$ cat config.mk
export PLATFORM = sky130hd
export DESIGN_NAME = solar_pump_valve_sequencer_core
export DESIGN_NICKNAME = d
export VERILOG_FILES = /design/src/rtl/spvs_pkg.sv /design/src/rtl/spvs_step.sv /design/src/rtl/solar_pump_valve_sequencer_core.sv
export SDC_FILE = /design/constraint.sdc
export NUM_CORES = 1
export LEC_CHECK = 0
export BUFFER_PORTS_ARGS = -buffer_cell sky130_fd_sc_hd__buf_2
export CAP_MARGIN = 40
export CORE_UTILIZATION = 35
export DETAILED_ROUTE_END_ITERATION = 8
export GPL_TIMING_DRIVEN = 0
export PLACE_DENSITY = 0.58
export SLEW_MARGIN = 20
export SYNTH_ARGS = -nofsm -noshare
export SYNTH_HDL_FRONTEND = slang
export SYNTH_SLANG_ARGS = --single-unit
export TNS_END_PERCENT = 30
$ cat constraint.sdc
create_clock -name clk_i -period 13 [get_ports clk_i]
set_input_delay 1.95 -clock clk_i [delete_from_list [all_inputs] [get_ports clk_i]]
set_output_delay 1.95 -clock clk_i [all_outputs]
set_load 0.005 [all_outputs]
$ cat src/rtl/spvs_pkg.sv
package spvs_pkg;

  localparam int unsigned TempW  = 13;
  localparam int unsigned TimeW  = 32;
  localparam int unsigned RegIdxW = 3;

  typedef enum logic [3:0] {
    ST_INIT1  = 4'd0,
    ST_INIT2  = 4'd1,
    ST_READY1 = 4'd2,
    ST_READY2 = 4'd3,
    ST_START1 = 4'd4,
    ST_START2 = 4'd5,
    ST_RUN1   = 4'd6,
    ST_RUN2   = 4'd7,
    ST_PAUSE1 = 4'd8,
    ST_PAUSE2 = 4'd9
  } spvs_state_e;

  typedef enum logic [RegIdxW-1:0] {
    REG_COLLECTOR_HIGH = 3'd0,
    REG_COLLECTOR_LOW  = 3'd1,
    REG_TANK_LIMIT     = 3'd2,
    REG_SHORT_DWELL    = 3'd3,
    REG_INIT_DWELL     = 3'd4,
    REG_STARTUP_DWELL  = 3'd5,
    REG_PAUSE_DWELL    = 3'd6
  } spvs_reg_e;

  typedef enum logic [1:0] {
    PUMP_OFF  = 2'd0,
    PUMP_FULL = 2'd1,
    PUMP_PID  = 2'd2
  } spvs_pump_e;

  localparam logic signed [TempW-1:0] CollectorHighRst = 13'sd960;
  localparam logic signed [TempW-1:0] CollectorLowRst  = 13'sd800;
  localparam logic signed [TempW-1:0] TankLimitRst     = 13'sd1360;
  localparam logic [TimeW-1:0]        ShortDwellRst    = 32'd10000;
  localparam logic [TimeW-1:0]        InitDwellRst     = 32'd30000;
  localparam logic [TimeW-1:0]        StartupDwellRst  = 32'd45000;
  localparam logic [TimeW-1:0]        PauseDwellRst    = 32'd480000;

  typedef struct packed {
    logic signed [TempW-1:0] collector_high;
    logic signed [TempW-1:0] collector_low;
    logic signed [TempW-1:0] tank_limit;
    logic [TimeW-1:0]        short_dwell;
    logic [TimeW-1:0]        init_dwell;
    logic [TimeW-1:0]        startup_dwell;
    logic [TimeW-1:0]        pause_dwell;
  } spvs_cfg_t;

  typedef struct packed {
    logic [TimeW-1:0]        now_ms;
    logic signed [TempW-1:0] collector_temp;
    logic signed [TempW-1:0] tank_temp;
    logic signed [TempW-1:0] return_temp;
  } spvs_sample_t;

  typedef struct packed {
    spvs_state_e next_state;
    logic        mark;
    logic        valve;
    spvs_pump_e  pump;
  } spvs_dec_t;

endpackage

$ cat src/rtl/spvs_step.sv
module spvs_step import spvs_pkg::*; (
  input  spvs_state_e      state_i,
  input  logic [TimeW-1:0] dwell_mark_i,
  input  spvs_sample_t     sample_i,
  input  spvs_cfg_t        cfg_i,
  output spvs_dec_t        dec_o
);

  logic [TimeW-1:0] dwell;
  logic [TimeW-1:0] limit;
  logic             over;
  logic             ge;
  logic             c_lt_high, c_gt_high, c_lt_low, c_gt_low;
  logic             t_lt_lim, t_le_lim;

  assign dwell     = sample_i.now_ms - dwell_mark_i;
  assign ge        = sample_i.tank_temp >= sample_i.return_temp;
  assign c_lt_high = sample_i.collector_temp < cfg_i.collector_high;
  assign c_gt_high = sample_i.collector_temp > cfg_i.collector_high;
  assign c_lt_low  = sample_i.collector_temp < cfg_i.collector_low;
  assign c_gt_low  = sample_i.collector_temp > cfg_i.collector_low;
  assign t_lt_lim  = sample_i.tank_temp < cfg_i.tank_limit;
  assign t_le_lim  = sample_i.tank_temp <= cfg_i.tank_limit;

  // one dwell compare, limit picked per state
  always_comb begin
    limit = cfg_i.short_dwell;
    unique case (state_i)
      ST_INIT1: begin
        if (!c_lt_high) limit = cfg_i.init_dwell;
      end
      ST_START1, ST_START2: limit = cfg_i.startup_dwell;
      ST_PAUSE1, ST_PAUSE2: limit = cfg_i.pause_dwell;
      default: limit = cfg_i.short_dwell;
    endcase
  end

  assign over = dwell > limit;

  always_comb begin
    dec_o.next_state = state_i;
    dec_o.mark       = 1'b0;
    dec_o.valve      = state_i[0];
    dec_o.pump       = PUMP_OFF;
    unique case (state_i)
      ST_INIT1, ST_INIT2: begin
        if (c_lt_high) begin
          if ((state_i == ST_INIT1) ? !ge : ge) begin
            if (over) begin
              dec_o.next_state = (state_i == ST_INIT1) ? ST_INIT2 : ST_INIT1;
              dec_o.mark       = 1'b1;
            end
          end else begin
            dec_o.mark = 1'b1;
          end
        end else if (c_gt_high && over) begin
          dec_o.next_state = ge ? ST_READY1 : ST_READY2;
          dec_o.mark       = 1'b1;
        end
      end
      ST_READY1, ST_READY2: begin
        if (c_lt_low) begin
          dec_o.next_state = ge ? ST_INIT1 : ST_INIT2;
        end else if (t_lt_lim) begin
          if (over) begin
            dec_o.next_state = ge ? ST_START1 : ST_START2;
            dec_o.mark       = 1'b1;
          end
        end else if ((state_i == ST_READY1) ? !ge : ge) begin
          if (over) begin
            dec_o.next_state = (state_i == ST_READY1) ? ST_READY2 : ST_READY1;
            dec_o.mark       = 1'b1;
          end
        end else begin
          dec_o.mark = 1'b1;
        end
      end
      ST_START1, ST_START2: begin
        dec_o.pump = PUMP_FULL;
        if (over) begin
          dec_o.next_state = (state_i == ST_START1) ? ST_RUN1 : ST_RUN2;
          dec_o.mark       = 1'b1;
        end
      end
      ST_RUN1, ST_RUN2: begin
        dec_o.pump = PUMP_PID;
        if (c_gt_low && t_le_lim) begin
          if ((state_i == ST_RUN1) ? ge : !ge) begin
            dec_o.mark = 1'b1;
          end else if (over) begin
            dec_o.next_state = (state_i == ST_RUN1) ? ST_RUN2 : ST_RUN1;
            dec_o.mark       = 1'b1;
          end
        end else if (over) begin
          dec_o.next_state = ge ? ST_PAUSE1 : ST_PAUSE2;
          dec_o.mark       = 1'b1;
        end
      end
      ST_PAUSE1, ST_PAUSE2: begin
        if (over) begin
          dec_o.next_state = (state_i == ST_PAUSE1) ? ST_READY1 : ST_READY2;
          dec_o.mark       = 1'b1;
        end
      end
      default: begin
        dec_o.valve      = 1'b0;
        dec_o.next_state = ST_INIT1;
        dec_o.mark       = 1'b1;
      end
    endcase
  end

endmodule

$ cat src/rtl/solar_pump_valve_sequencer_core.sv
// Path: an accepted input word loads the input register, then the step logic's
// decision loads the result register. Throughput: one word per cycle unless the
// result register is held by out_ready_i low; the step logic updates state and
// dwell mark as it loads the result register. Reset: state init1, dwell mark 0,
// thresholds and dwell times to defaults, both pipeline registers empty.
module solar_pump_valve_sequencer_core import spvs_pkg::*; (
  input  logic                    clk_i,
  input  logic                    rst_ni,
  input  logic                    cfg_valid_i,
  output logic                    cfg_ready_o,
  input  logic [RegIdxW-1:0]      cfg_index_i,
  input  logic [TimeW-1:0]        cfg_data_i,
  input  logic                    in_valid_i,
  output logic                    in_ready_o,
  input  logic [TimeW-1:0]        now_ms_i,
  input  logic signed [TempW-1:0] collector_temp_i,
  input  logic signed [TempW-1:0] tank_temp_i,
  input  logic signed [TempW-1:0] return_temp_i,
  output logic                    out_valid_o,
  input  logic                    out_ready_i,
  output logic [3:0]              state_code_o,
  output logic                    valve_open_o,
  output logic [1:0]              pump_mode_o,
  output logic                    entered_o
);

  spvs_cfg_t        cfg_q;
  spvs_sample_t     sample_q;
  logic             s1_valid_q;
  logic             s1_adv;
  spvs_state_e      state_q;
  logic [TimeW-1:0] mark_q;
  spvs_dec_t        dec;
  logic             out_valid_q;
  spvs_state_e      out_state_q;
  logic             out_valve_q;
  spvs_pump_e       out_pump_q;
  logic             out_entered_q;

  assign cfg_ready_o = 1'b1;

  always_ff @(posedge clk_i or negedge rst_ni) begin
    if (!rst_ni) begin
      cfg_q.collector_high <= CollectorHighRst;
      cfg_q.collector_low  <= CollectorLowRst;
      cfg_q.tank_limit     <= TankLimitRst;
      cfg_q.short_dwell    <= ShortDwellRst;
      cfg_q.init_dwell     <= InitDwellRst;
      cfg_q.startup_dwell  <= StartupDwellRst;
      cfg_q.pause_dwell    <= PauseDwellRst;
    end else if (cfg_valid_i) begin
      unique case (cfg_index_i)
        REG_COLLECTOR_HIGH: cfg_q.collector_high <= cfg_data_i[TempW-1:0];
        REG_COLLECTOR_LOW:  cfg_q.collector_low  <= cfg_data_i[TempW-1:0];
        REG_TANK_LIMIT:     cfg_q.tank_limit     <= cfg_data_i[TempW-1:0];
        REG_SHORT_DWELL:    cfg_q.short_dwell    <= cfg_data_i;
        REG_INIT_DWELL:     cfg_q.init_dwell     <= cfg_data_i;
        REG_STARTUP_DWELL:  cfg_q.startup_dwell  <= cfg_data_i;
        REG_PAUSE_DWELL:    cfg_q.pause_dwell    <= cfg_data_i;
        default: ;
      endcase
    end
  end

  assign s1_adv     = s1_valid_q && (!out_valid_q || out_ready_i);
  assign in_ready_o = !s1_valid_q || s1_adv;

  always_ff @(posedge clk_i or negedge rst_ni) begin
    if (!rst_ni) begin
      s1_valid_q <= 1'b0;
    end else if (in_ready_o) begin
      s1_valid_q <= in_valid_i;
    end
  end

  always_ff @(posedge clk_i) begin
    if (in_valid_i && in_ready_o) begin
      sample_q.now_ms         <= now_ms_i;
      sample_q.collector_temp <= collector_temp_i;
      sample_q.tank_temp      <= tank_temp_i;
      sample_q.return_temp    <= return_temp_i;
    end
  end

  spvs_step u_step (
    .state_i      (state_q),
    .dwell_mark_i (mark_q),
    .sample_i     (sample_q),
    .cfg_i        (cfg_q),
    .dec_o        (dec)
  );

  always_ff @(posedge clk_i or negedge rst_ni) begin
    if (!rst_ni) begin
      state_q <= ST_INIT1;
      mark_q  <= '0;
    end else if (s1_adv) begin
      state_q <= dec.next_state;
      if (dec.mark) mark_q <= sample_q.now_ms;
    end
  end

  always_ff @(posedge clk_i or negedge rst_ni) begin
    if (!rst_ni) begin
      out_valid_q <= 1'b0;
    end else if (s1_adv) begin
      out_valid_q <= 1'b1;
    end else if (out_ready_i) begin
      out_valid_q <= 1'b0;
    end
  end

  always_ff @(posedge clk_i) begin
    if (s1_adv) begin
      out_state_q   <= dec.next_state;
      out_valve_q   <= dec.valve;
      out_pump_q    <= dec.pump;
      out_entered_q <= (dec.next_state != state_q);
    end
  end

  assign out_valid_o  = out_valid_q;
  assign state_code_o = out_state_q;
  assign valve_open_o = out_valve_q;
  assign pump_mode_o  = out_pump_q;
  assign entered_o    = out_entered_q;

  a_state_tracks_result: assert property (@(posedge clk_i) disable iff (!rst_ni)
    s1_adv |=> state_q == out_state_q)
    else $error("state register differs from last result word");

  a_no_accept_when_full: assert property (@(posedge clk_i) disable iff (!rst_ni)
    s1_valid_q && out_valid_q && !out_ready_i |-> !in_ready_o)
    else $error("input accepted while both stages are stalled");

  a_hold_without_entry: assert property (@(posedge clk_i) disable iff (!rst_ni)
    s1_adv && (dec.next_state == state_q) |=> !entered_o && $stable(state_q))
    else $error("entered flag or state changed without a transition");

endmodule
==> flow_summary_export.csv <==
group,metric,value,unit
setup_path,cpMostUsedCell,"a21o_1",
clock_network,cts_buffer_depth,3,
timing,max_slew.worst_pin.slew,0.829,ns
power,power.density,222,mW/mm²
drt,via_count,9767,
cells_and_area,final_area,0.0170,mm²
power,power_switching,1330,µW
clock_network,cts_resized,0,
timing,timing.setup.tns,0,ns
min_path,hold_class,"reg -> reg",
synth,synth_area_per_cell,12.3,µm²
setup_path,slowest_stage,"a221oi_1",
drt,avgViaCountPerCell,5.13,
drt,drtIter0Drc,597,
drt,ant_nets,0,
setup_path,start_kind,"flop",
cells_and_area,layout-drive-gt1-share,28.6,%
global_route,gr-total-overflow,0,
timing,max_slew_margin,44.2,%
clock_network,cts_root_buffer,"clkbuf_16",
synth,yosysMostFrequentCell,"dfrtp_1",
run,max_cap_viol_count,0,
setup_path,endpoint_kind,"flop",
global_route,grt_pass1_wl,55.4,mm
power,comb_power_share,42.7,%
setup_path,worstPathRequired,13.42,ns
synth,yosysTopAreaCellShare,28.5,%
synth,synth.area.top_cells,"dfrtp_1 (29%), edfxtp_1 (16%), mux2_2 (10%)",
clock_network,cts_tree,"yes",
placement,dp_hpwl,24.8,mm
global_route,grt_use_total,16.8,%
timing,setup_viol,0,
timing,rsz0062_at_grt,"false",
clock_network,cts_sinks,284,
global_route,grt_pass1_vias,10300,
timing,maxSlewViolCount,0,
drt,route.detailed.drc,0,
timing,hold_viol,0,
timing,clock_skew,0.0242,ns
setup_path,critPathMaxStageDelay,0.70,ns
power,vdd_drop_max,0.0988,mV
timing,post-route-min-period,7.00,ns
placement,placedInstanceArea,0.0159,mm²
power,internal_power,2460,µW
cells_and_area,finalNonFillerCells,1905,
die,start_util,35.6,%
synth,ys_types,66,
synth,async_flop_share,72.2,%
timing,finalCritPeriodShare,53.9,%
die,die_area,0.0425,mm²
setup_path,criticalPathCategory,"reg -> reg",
timing,hold_ws,0.494,ns
synth,syn_nets,1408,
synth,synth_edf_count,79,
clock_network,clk_pin_slew,0.06,ns
power,swShare,35.1,%
setup_path,crit_fanout,10,
drt,wl,34.3,mm
power,power_frac_clock,24.6,%
setup_path,critPathBufInv,2,
setup_path,cp_cell_sequence,"ha_1 -> a21o_1 -> a2111oi_0 -> nand2_1 -> o21ai_0 -> nor3_1 -> clkbuf_1 -> a222oi_1 -> a21boi_0 -> ha_1 -> a21o_1 -> a21o_1 -> a21oi_1 -> o211ai_1 -> a221oi_1 -> a21oi_1 -> o22a_1 -> o22a_1 -> o31ai_4 -> buf_6 -> mux2_4",
synth,yosys_warnings,0,
placement,finalWeightedCongestion,0.840,
synth,yosys.area.top_type,"dfrtp_1",
global_route,antenna_found_initial,1,
die,dieWidth,206,µm
synth,synthFlopType,"dfrtp_1",
run_status,status,"complete, no violations",
clock_network,cts_inserted_buffers,35,
cells_and_area,fin_nets,1570,
drt,post_drt_wl_per_cell,18.0,µm
synth,syn-cell-area,0.0146,mm²
clock_network,clk_latency,0.55,ns
clock_network,postCtsHoldBufs,0,
synth,seq_area_frac_synth,51.8,%
power,p_leak,0.00757,µW
die,pin_count,122,
global_route,grt_max_degree,75,
timing,max_freq,143,MHz
synth,synthTopCellsByCount,"dfrtp_1 (166), mux2_2 (135), ha_1 (115)",
die,placementRows,74,
cells_and_area,area_growth,16.9,%
clock_network,post-cts-setup-buffer-count,0,
drt,firstDrtPassIters,5,
synth,synth_cells,1181,
power,power.sequential.fraction,32.7,%
cells_and_area,fillers,3936,
clock_network,h-tree-depth,2,
die,core_area,0.0409,mm²
placement,dp_cells,1836,
setup_path,crit_arrival,7.42,ns
setup_path,critical_path.top_delay_family,"compound AO/OA/AOI/OAI gates",
synth,ys_ff_latch,284,
placement,portBuffers,118,
power,power,3790,µW
die,die_y,206,µm
==> logic make-up after synthesis <==
logic type	count (synthesis)	synth area share [%]
DFF	284	51.8
AOI/OAI and AO/OA	267	12.8
and+or+nand+nor	177	6.11
muxes	166	13.6
buffers and inverters	139	3.77
adders and majority gates	116	10.0
xor gates and xnor gates	31	1.86
other	1	0.0257
==> cell type report <==
| cell class | count | area (µm²) | area share, % |
|---|---|---|---|
| Sequential cell | 284 | 7550 | 44.3 |
| Tap cell | 532 | 666 | 3.91 |
| Inverter | 97 | 364 | 2.14 |
| Clock buffer | 48 | 966 | 5.67 |
| Clock inverter | 16 | 125 | 0.734 |
| Buffer | 42 | 185 | 1.09 |
| Timing Repair Buffer | 125 | 696 | 4.08 |
| Antenna cell | 3 | 7.51 | 0.0440 |
| Multi-Input combinational cell | 758 | 6480 | 38.0 |
==> stage by stage <==
| step | setup slack [ns] | utilization [%] |
|---|---|---|
| floorplan | 7.67 | - |
| global placement | 6.09 | 38.7 |
| detailed placement | 6.02 | 38.9 |
| CTS | 5.98 | 41.6 |
| global route | 5.59 | 41.6 |
| finish | 6.00 | 41.6 |
==> flip-flops by register name (all words and copies together) (netlist names) <==
signal and cells:
state_q 4, mark_q 32, sample_q 71, state_code_o 4
out_valid_o 1, entered_o 1, valve_open_o 1, cfg_q 167
s1_valid_q 1, pump_mode_o 2
==> cells in the final DEF (no fill, tap or decap), drive strengths merged, types with 8 or more instances in the layout <==
cell type	count
dfrtp	166
mux2	165
buf	129
ha	115
inv	100
clkbuf	86
edfxtp	79
nand2	66
o21ai	62
a21oi	45
dfstp	39
a21boi	36
a21o	32
a222oi	32
nor2	24
xnor2	24
nand4	15
o21a	12
nand3	10
nor2b	9
clkinv	9
nor3	8
nand2b	8
==> power by group through the flow <==
stage	logic [µW]	registers [µW]	clock network, µW
final	1620	1240	934
after floorplan	1250	1220	0
after CTS	1640	1240	968
after detailed placement	1630	1250	0
after global placement	1580	1250	0
after global routing	1840	1260	1000
==> per-layer routing <==
metal | up-vias | global-route usage, % | share of wire [%]
li1 | 4680 | - | -
met1 | 4837 | 22.0 | 46
met2 | 192 | 27.9 | 47
met3 | 56 | 3.12 | 4.4
met4 | 2 | 5.46 | 2.4
met5 | - | 0 | 0.023
==> worst reg2reg max path, cell delays in order (launching register included) <==
cell and delay, ns:
edfxtp_1 0.42, ha_1 0.31, a21o_1 0.18, a2111oi_0 0.53
nand2_1 0.12, o21ai_0 0.60, nor3_1 0.30, clkbuf_1 0.38
a222oi_1 0.37, a21boi_0 0.33, ha_1 0.31, a21o_1 0.16
a21o_1 0.17, a21oi_1 0.13, o211ai_1 0.11, a221oi_1 0.70
a21oi_1 0.22, o22a_1 0.22, o22a_1 0.21, o31ai_4 0.50
buf_6 0.28, mux2_4 0.32
==> worst paths after layout <==
kind	from	to	slack [ns]	cells past startpoint
setup reg to reg	sample_q[36]$_DFFE_PP_	mark_q[1]$_DFFE_PN0P_	6.00	21
hold / removal	s1_valid_q$_DFFE_PN0N_	out_valid_o$_DFFE_PN0P_	0.49	1
setup / recovery	sample_q[36]$_DFFE_PP_	mark_q[1]$_DFFE_PN0P_	6.00	21
hold reg to reg	s1_valid_q$_DFFE_PN0N_	out_valid_o$_DFFE_PN0P_	0.49	1
min in group asynchronous	rst_ni	mark_q[25]$_DFFE_PN0P_	1.33	1
max in group asynchronous	rst_ni	cfg_q[69]$_DFFE_PN1P_	10.48	3
(Power assumes the default switching activity.)
